===== src/rtl/hlg_pkg.sv =====
// Shared types and constants for the Huber loss gradient unit.
`timescale 1ns / 1ps
package hlg_pkg;
  localparam int unsigned DeltaW  = 31;
  localparam int unsigned CountW  = 17;
  localparam int unsigned CfgIdxW = 2;
  localparam int unsigned CfgW    = 32;
  localparam int unsigned GradW   = 33;
  localparam int unsigned MeanW   = 48;
  localparam int unsigned SumW    = 64;
  localparam int unsigned MulSplit = 17;

  localparam logic [CfgIdxW-1:0] CfgDelta = 2'd0;
  localparam logic [CfgIdxW-1:0] CfgCount = 2'd1;

  typedef enum logic [2:0] {
    S_IDLE, S_MUL, S_ACC, S_GDIV, S_MDIV, S_OUT
  } back_state_e;

  typedef struct packed {
    logic             start;
    logic [SumW-1:0]  dividend;
    logic [CountW-1:0] divisor;
  } div_req_t;

  typedef struct packed {
    logic            done;
    logic [SumW-1:0] quotient;
  } div_rsp_t;
endpackage


===== src/rtl/hlg_fifo.sv =====
// Two-entry request queue used between the stages and at the result side.
`timescale 1ns / 1ps
module hlg_fifo #(
  parameter int unsigned WIDTH = 8
) (
  input  logic             clk_i,
  input  logic             rst_ni,
  input  logic             push_i,
  input  logic [WIDTH-1:0] wdata_i,
  output logic             full_o,
  input  logic             pop_i,
  output logic [WIDTH-1:0] rdata_o,
  output logic             empty_o
);
  logic [WIDTH-1:0] mem_q [2];
  logic             wptr_q, rptr_q;
  logic [1:0]       cnt_q;
  logic             do_push, do_pop;

  assign full_o  = cnt_q == 2'd2;
  assign empty_o = cnt_q == 2'd0;
  assign do_push = push_i && !full_o;
  assign do_pop  = pop_i && !empty_o;
  assign rdata_o = mem_q[rptr_q];

  always_ff @(posedge clk_i) begin
    if (do_push) begin
      mem_q[wptr_q] <= wdata_i;
    end
  end

  always_ff @(posedge clk_i or negedge rst_ni) begin
    if (!rst_ni) begin
      wptr_q <= 1'b0;
      rptr_q <= 1'b0;
      cnt_q  <= 2'd0;
    end else begin
      if (do_push) wptr_q <= ~wptr_q;
      if (do_pop) rptr_q <= ~rptr_q;
      cnt_q <= cnt_q + 2'(do_push) - 2'(do_pop);
    end
  end
endmodule


===== src/rtl/hlg_front.sv =====
// Front stage: forms the difference and classifies it against delta.
`timescale 1ns / 1ps
module hlg_front import hlg_pkg::*; #(
  parameter int unsigned DATA_WIDTH = 32
) (
  input  logic [DATA_WIDTH-1:0] prediction_i,
  input  logic [DATA_WIDTH-1:0] target_i,
  input  logic                  last_element_i,
  input  logic [DeltaW-1:0]     delta_i,
  output logic [DATA_WIDTH+3:0] entry_o
);
  localparam int unsigned MW = DATA_WIDTH + 1;
  logic signed [MW-1:0] diff;
  logic [MW-1:0]        mag;
  logic                 neg, in_delta;

  always_comb begin
    diff     = MW'($signed(prediction_i)) - MW'($signed(target_i));
    neg      = diff[MW-1];
    mag      = neg ? MW'(-diff) : MW'(diff);
    // Both sides widened to 64 bits so the compare holds for data widths up to 63 bits.
    in_delta = 64'(mag) <= 64'(delta_i);
    entry_o  = {last_element_i, neg, in_delta, mag};
  end
endmodule


===== src/rtl/hlg_div.sv =====
// Shared radix-2 restoring divider, one quotient bit per cycle.
`timescale 1ns / 1ps
module hlg_div import hlg_pkg::*; (
  input  logic     clk_i,
  input  logic     rst_ni,
  input  div_req_t req_i,
  output div_rsp_t rsp_o
);
  logic [SumW-1:0]   quo_q;
  logic [CountW-1:0] rem_q, div_q;
  logic [5:0]        cnt_q;
  logic              busy_q, done_q;
  logic [CountW:0]   rem_sh;
  logic              ge;

  assign rem_sh = {rem_q, quo_q[SumW-1]};
  assign ge     = rem_sh >= {1'b0, div_q};
  assign rsp_o  = '{done: done_q, quotient: quo_q};

  always_ff @(posedge clk_i) begin
    if (req_i.start) begin
      quo_q <= req_i.dividend;
      rem_q <= '0;
      div_q <= req_i.divisor;
    end else if (busy_q) begin
      rem_q <= ge ? CountW'(rem_sh - {1'b0, div_q}) : rem_sh[CountW-1:0];
      quo_q <= {quo_q[SumW-2:0], ge};
    end
  end

  always_ff @(posedge clk_i or negedge rst_ni) begin
    if (!rst_ni) begin
      busy_q <= 1'b0;
      done_q <= 1'b0;
      cnt_q  <= '0;
    end else begin
      done_q <= 1'b0;
      if (req_i.start) begin
        busy_q <= 1'b1;
        cnt_q  <= '0;
      end else if (busy_q) begin
        cnt_q <= cnt_q + 6'd1;
        if (cnt_q == 6'd63) begin
          busy_q <= 1'b0;
          done_q <= 1'b1;
        end
      end
    end
  end
endmodule


===== src/rtl/hlg_back.sv =====
// Back stage: Huber term, saturating sum, gradient and mean divisions.
`timescale 1ns / 1ps
module hlg_back import hlg_pkg::*; #(
  parameter int unsigned DATA_WIDTH = 32,
  parameter int unsigned FRAC_BITS  = 16
) (
  input  logic                  clk_i,
  input  logic                  rst_ni,
  input  logic [DATA_WIDTH+3:0] entry_i,
  input  logic                  in_empty_i,
  output logic                  in_pop_o,
  input  logic [DeltaW-1:0]     delta_i,
  input  logic [CountW-1:0]     count_i,
  output div_req_t              div_req_o,
  input  div_rsp_t              div_rsp_i,
  output logic [GradW+MeanW:0]  result_o,
  output logic                  out_push_o,
  input  logic                  out_full_i
);
  localparam int unsigned MW = DATA_WIDTH + 1;
  localparam int unsigned BW = MW + 1;
  localparam int unsigned HW = DeltaW + BW - MulSplit;
  localparam int unsigned PW = DeltaW + BW;

  back_state_e state_q, state_d;
  logic [MW-1:0]                  mag_q;
  logic                           neg_q, inside_q, last_q;
  logic [DeltaW+MulSplit-1:0]     plo_q;
  logic [HW-1:0]                  phi_q;
  logic [SumW-1:0]                sum_q;
  logic [GradW-1:0]               grad_q;
  logic [MeanW-1:0]               mean_q;
  logic [DeltaW-1:0]              mul_a;
  logic [BW-1:0]                  mul_b;
  logic [PW-1:0]                  prod;
  logic [127:0]                   prod_sh;
  logic [SumW-1:0]                term;
  logic [SumW:0]                  sum_add;
  logic [CountW-1:0]              n;

  assign n = (count_i == '0) ? CountW'(1) : count_i;

  always_comb begin
    mul_a = inside_q ? DeltaW'(mag_q) : delta_i;
    mul_b = inside_q ? BW'(mag_q) : BW'({mag_q, 1'b0}) - BW'(delta_i);
    prod    = PW'(plo_q) + (PW'(phi_q) << MulSplit);
    prod_sh = 128'(prod) >> (FRAC_BITS + 1);
    term    = (|prod_sh[127:SumW]) ? '1 : prod_sh[SumW-1:0];
    sum_add = {1'b0, sum_q} + {1'b0, term};
  end

  always_comb begin
    state_d    = state_q;
    in_pop_o   = 1'b0;
    out_push_o = 1'b0;
    div_req_o  = '{start: 1'b0, dividend: '0, divisor: n};
    unique case (state_q)
      S_IDLE: begin
        if (!in_empty_i) begin
          in_pop_o = 1'b1;
          state_d  = S_MUL;
        end
      end
      S_MUL: state_d = S_ACC;
      S_ACC: begin
        div_req_o.start    = 1'b1;
        div_req_o.dividend = SumW'(inside_q ? DeltaW'(mag_q) : delta_i);
        state_d = S_GDIV;
      end
      S_GDIV: begin
        if (div_rsp_i.done) begin
          if (last_q) begin
            div_req_o.start    = 1'b1;
            div_req_o.dividend = sum_q;
            state_d = S_MDIV;
          end else begin
            state_d = S_OUT;
          end
        end
      end
      S_MDIV: if (div_rsp_i.done) state_d = S_OUT;
      S_OUT: begin
        if (!out_full_i) begin
          out_push_o = 1'b1;
          state_d    = S_IDLE;
        end
      end
      default: state_d = S_IDLE;
    endcase
  end

  assign result_o = {grad_q, last_q ? mean_q : MeanW'(0), last_q};

  always_ff @(posedge clk_i) begin
    if (in_pop_o) begin
      {last_q, neg_q, inside_q, mag_q} <= entry_i;
    end
    if (state_q == S_MUL) begin
      plo_q <= (DeltaW+MulSplit)'(mul_a * mul_b[MulSplit-1:0]);
      phi_q <= HW'(mul_a * mul_b[BW-1:MulSplit]);
    end
    if (state_q == S_GDIV && div_rsp_i.done) begin
      grad_q <= neg_q ? GradW'(-div_rsp_i.quotient[GradW-1:0])
                      : div_rsp_i.quotient[GradW-1:0];
    end
    if (state_q == S_MDIV && div_rsp_i.done) begin
      mean_q <= (|div_rsp_i.quotient[SumW-1:MeanW]) ? '1
                                                     : div_rsp_i.quotient[MeanW-1:0];
    end
  end

  always_ff @(posedge clk_i or negedge rst_ni) begin
    if (!rst_ni) begin
      state_q <= S_IDLE;
      sum_q   <= '0;
    end else begin
      state_q <= state_d;
      if (state_q == S_ACC) begin
        sum_q <= sum_add[SumW] ? '1 : sum_add[SumW-1:0];
      end else if (state_q == S_MDIV && div_rsp_i.done) begin
        sum_q <= '0;
      end
    end
  end
endmodule


===== src/rtl/huber_loss_gradient_unit.sv =====
// Top level of the Huber loss gradient unit.
//
// Input queue: an item (prediction, target, last_element) is taken when push is
// high and full is low. Result queue: the oldest result sits on the result
// ports while empty is low and leaves when pop is high. The configuration
// channel is always ready; write it only while the block is idle.
// Each item is classified on entry and queued (two entries) for the back
// stage, which takes the entry, does a split multiplication, accumulates,
// runs the shared one-bit-per-cycle divider and takes its quotient for the
// gradient and, on a last item, runs it again for the mean loss, then
// queues the result. The shared divider sets the rate. A stalled receiver
// leaves results in the two-entry result queue; once that fills, the back
// stage waits and the input queue fills behind it. Reset empties both
// queues, clears the loss sum and sets delta to 65536 (1.0 with 16 fraction
// bits) and the element count to 1.
`timescale 1ns / 1ps
module huber_loss_gradient_unit import hlg_pkg::*; #(
  parameter int unsigned FRAC_BITS  = 16,
  parameter int unsigned DATA_WIDTH = 32
) (
  input  logic                  clk_i,
  input  logic                  rst_ni,
  input  logic                  push,
  output logic                  full,
  input  logic [DATA_WIDTH-1:0] prediction_i,
  input  logic [DATA_WIDTH-1:0] target_i,
  input  logic                  last_element_i,
  output logic                  empty,
  input  logic                  pop,
  output logic [GradW-1:0]      gradient_o,
  output logic [MeanW-1:0]      mean_loss_o,
  output logic                  loss_valid_o,
  input  logic                  cfg_valid_i,
  output logic                  cfg_ready_o,
  input  logic [CfgIdxW-1:0]    cfg_index_i,
  input  logic [CfgW-1:0]       cfg_data_i
);
  localparam int unsigned EW = DATA_WIDTH + 4;
  localparam int unsigned RW = GradW + MeanW + 1;

  logic [DeltaW-1:0] delta_q;
  logic [CountW-1:0] count_q;
  logic [EW-1:0]     entry_w, entry_r;
  logic              q_empty, q_pop;
  logic [RW-1:0]     res_w, res_r;
  logic              res_push, res_full;
  div_req_t          div_req;
  div_rsp_t          div_rsp;

  assign cfg_ready_o = 1'b1;

  always_ff @(posedge clk_i or negedge rst_ni) begin
    if (!rst_ni) begin
      delta_q <= DeltaW'(65536);
      count_q <= CountW'(1);
    end else if (cfg_valid_i && cfg_ready_o) begin
      if (cfg_index_i == CfgDelta) delta_q <= cfg_data_i[DeltaW-1:0];
      if (cfg_index_i == CfgCount) count_q <= cfg_data_i[CountW-1:0];
    end
  end

  hlg_front #(.DATA_WIDTH(DATA_WIDTH)) u_front (
    .prediction_i, .target_i, .last_element_i,
    .delta_i(delta_q), .entry_o(entry_w)
  );

  hlg_fifo #(.WIDTH(EW)) u_mid_q (
    .clk_i, .rst_ni, .push_i(push), .wdata_i(entry_w), .full_o(full),
    .pop_i(q_pop), .rdata_o(entry_r), .empty_o(q_empty)
  );

  hlg_div u_div (.clk_i, .rst_ni, .req_i(div_req), .rsp_o(div_rsp));

  hlg_back #(.DATA_WIDTH(DATA_WIDTH), .FRAC_BITS(FRAC_BITS)) u_back (
    .clk_i, .rst_ni, .entry_i(entry_r), .in_empty_i(q_empty), .in_pop_o(q_pop),
    .delta_i(delta_q), .count_i(count_q), .div_req_o(div_req), .div_rsp_i(div_rsp),
    .result_o(res_w), .out_push_o(res_push), .out_full_i(res_full)
  );

  hlg_fifo #(.WIDTH(RW)) u_res_q (
    .clk_i, .rst_ni, .push_i(res_push), .wdata_i(res_w), .full_o(res_full),
    .pop_i(pop), .rdata_o(res_r), .empty_o(empty)
  );

  assign {gradient_o, mean_loss_o, loss_valid_o} = res_r;
endmodule


===== config.mk =====
export PLATFORM = sky130hd
export DESIGN_NAME = huber_loss_gradient_unit
export DESIGN_NICKNAME = d
export VERILOG_FILES = /design/src/rtl/hlg_pkg.sv /design/src/rtl/hlg_fifo.sv /design/src/rtl/hlg_front.sv /design/src/rtl/hlg_div.sv /design/src/rtl/hlg_back.sv /design/src/rtl/huber_loss_gradient_unit.sv
export SDC_FILE = /design/constraint.sdc
export NUM_CORES = 2
export LEC_CHECK = 0
export BUFFER_PORTS_ARGS = -buffer_cell sky130_fd_sc_hd__buf_4
export CORE_ASPECT_RATIO = 2
export CORE_UTILIZATION = 45
export DETAILED_ROUTE_END_ITERATION = 7
export PLACE_DENSITY = 0.67
export SLEW_MARGIN = 25
export SYNTH_ARGS = -nofsm -noshare
export SYNTH_HDL_FRONTEND = slang
export SYNTH_SLANG_ARGS = --single-unit

===== constraint.sdc =====
create_clock -name clk_i -period 9.7 [get_ports clk_i]
set_input_delay 1.94 -clock clk_i [delete_from_list [all_inputs] [get_ports clk_i]]
set_output_delay 1.94 -clock clk_i [all_outputs]
set_load 0.1 [all_outputs]

==> flow_summary.json <==
{
  "syn_inst": 7083,
  "setup_ws_ps": 127,
  "syn_nets": 8496,
  "ys_seq_area_share_pct": 27.9,
  "crit_slowest_cell": "fa_1",
  "slowest_delay_ps": 540,
  "skew_ps": 88.0,
  "ff2ff_setup_slack_ps": 130,
  "core_um2": 150000,
  "worstSetupPathType": "flop to flop",
  "path_delay_family": "adder cells",
  "gp_congestion": 0.987,
  "synth-edff-count": 513,
  "worstPathArrival_ps": 10050,
  "grt_pass1_wl_um": 307000,
  "regArea_um2": 19000,
  "status": "complete, no violations",
  "die_w_um": 277,
  "worstReg2RegStart": "delta_q[1]",
  "maxClockFrequency_mhz": 104,
  "dpl.hpwl_um": 163000,
  "worstPathRequired_ps": 10180,
  "setup_viol": 0,
  "fin_nets": 8746,
  "layout_min_cycle_time_ps": 9570,
  "final-max-slew-violation-count": 0,
  "synth.ff_latch_count": 661,
  "cts_tree": "done",
  "cts.sinks": 661,
  "synth_area_um2": 68100,
  "vias": 51300,
  "syn2layout_area_growth_pct": 11.6,
  "tightest_slew_ps": 1100,
  "r2r_cells": 36,
  "start_util_pct": 45.3,
  "fp.dieArea_um2": 153000,
  "multi_input_area_um2": 43900,
  "numCtsBuffers": 57,
  "insertion_delay_ps": 740,
  "gr-usage-all-layers_pct": 26.2,
  "min_period_over_period_pct": 98.7,
  "htreeDepth": 2,
  "whs_ps": 446,
  "async_reset_ff_share_pct": 19.8,
  "path_common_cell": "fa_1",
  "drtIter0Drc": 2623,
  "port_buffers": 186,
  "finalHoldViolations": 0,
  "first_global_vias": 55600,
  "startpoint_type": "flop",
  "drc": 0,
  "ant_nets": 0,
  "synth_ff_type": "edfxtp_1",
  "num-fill-cells": 13700,
  "antenna_found_initial": 2,
  "hp-class": "flop to flop",
  "layout_common_cells": "inv_1 (1170), nand2_1 (1024), fa_1 (867)",
  "endpoint": "u_back.phi_q[43]",
  "cp_max_fo": 9,
  "yosys_warnings": 0,
  "crit_cells": 36,
  "dr.pass1.iters": 5,
  "cts-root-buf": "clkbuf_16",
  "ios": 189,
  "place_worst_setup_slack_ps": -368,
  "r2r-end": "u_back.phi_q[43]",
  "die_y_um": 552,
  "cp_num_buf_inv": 6,
  "final_layout_size_suffix_gt1_share_pct": 12.9,
  "relSlewSlack_pct": 26.4,
  "clk_pin_slew_ps": 70,
  "hold_buffers": 0,
  "cp-startpoint": "delta_q[1]",
  "grt_overflow": 0,
  "maxCapViolCount": 0,
  "clockBufferDepth": 3,
  "synthDistinctLibCells": 105,
  "rsz0062_at_grt": "yes",
  "end_kind": "flop",
  "final_common_cell": "inv_1",
  "wl_um": 199000,
  "viasPerCell": 5.51,
  "rows": 201,
  "grt_start_max_net_pins": 85,
  "syn_avg_cell_area_um2": 9.61,
  "detail_route.wl_per_cell_um": 21.4
}
through the flow:
step           cells  TNS [ps]  cell area (um2)  utilization, %
2_1_floorplan   7083         0            68100               -
3_3_place_gp    9190     -2350            73500            48.9
3_5_place_dp    9191     -3100            73500            48.9
4_1_cts         9298         0            75600            50.4
5_1_grt         9310      -583            76000            50.6
6_report        9311         0            76000            50.6
cell usage after synthesis, drive strengths merged (49+ instances only):
| master | instances | area, um2 |
|---|---|---|
| edfxtp | 513 | 15400 |
| and2 | 127 | 795 |
| inv | 1172 | 4400 |
| ha | 438 | 5480 |
| clkbuf | 290 | 1090 |
| a31oi | 49 | 322 |
| nor2 | 482 | 1810 |
| xor2 | 101 | 885 |
| dfrtp | 129 | 3230 |
| a21oi | 287 | 1440 |
| fa | 871 | 17400 |
| mux2 | 144 | 1620 |
| nor3 | 85 | 425 |
| o21a | 72 | 542 |
| xnor2 | 183 | 1600 |
| nand3 | 84 | 420 |
| or2 | 62 | 388 |
| nand2 | 1026 | 3860 |
| o21ai | 279 | 1410 |
| a21o | 135 | 1020 |
layout make-up:
class,instances,share of cell area [%]
multi-input cells,4927,57.8
flip-flops and latches,661,25.0
inverters,1172,5.79
repair buffers,514,5.46
well taps,1928,3.17
clock buffers,68,2.01
clock inverters,39,0.748
diodes,2,0.00659
worst min path at each step:
stage	to	slack, ps	cells after the start	startpoint
6_report	u_res_q.mem_q[1][70]	450	0	u_back.grad_q[21]
5_1_grt	u_res_q.mem_q[0][67]	450	0	u_back.grad_q[18]
4_1_cts	u_res_q.mem_q[1][67]	440	0	u_back.grad_q[18]
3_5_place_dp	u_res_q.mem_q[1][75]	430	0	u_back.grad_q[26]
3_3_place_gp	u_res_q.mem_q[0][78]	420	0	u_back.grad_q[29]
2_1_floorplan	u_res_q.mem_q[0][49]	420	0	u_back.grad_q[0]
sequential cells by signal, summed over array words and instances, names as in the netlist, 33 cells and up:
name           count
u_res_q.mem_q    164
u_mid_q.mem_q     72
u_back.sum_q      64
u_div.quo_q       64
u_back.mean_q     48
u_back.phi_q      48
u_back.grad_q     33
u_back.mag_q      33
routing by layer:
layer / global-route usage, % / routed length, um
met1: 24.9 / 64300
met2: 49.7 / 106000
met3: 3.39 / 9130
met4: 21.3 / 19500
met5: 0 / 3
cell families (layout without fill, tap and decap cells):
group | count (synthesis) | after routing | share of synthesized area [%]
simple gates | 2104 | 2104 | 13.7
buf+inv | 1495 | 1793 | 8.28
fa+ha+maj | 1309 | 1309 | 33.7
compound gates | 1067 | 1067 | 10.1
flops | 661 | 661 | 27.9
xor+xnor | 284 | 284 | 3.65
mux | 162 | 162 | 2.65
other cells | 1 | 3 | 0.00551
timing repair:
action,in CTS,in global routing
gates resized for setup,6,55
setup endpoints to repair,13,19
cloned,0,2
buffers inserted,0,8
pin swaps,4,15
worst reg2reg max path: cells and delay by family (launching register included):
family / cells / cell delay (ps)
adders and majority gates: 8 / 3690
AOI/OAI and AO/OA: 16 / 3450
and+or+nand+nor: 4 / 830
buffers and inverters: 6 / 690
DFF: 1 / 350
muxes: 1 / 300
xor gates and xnor gates: 1 / 90
Power is not shown: default switching activity piles up to over one toggle a cycle in this logic, so the estimate is an artifact.
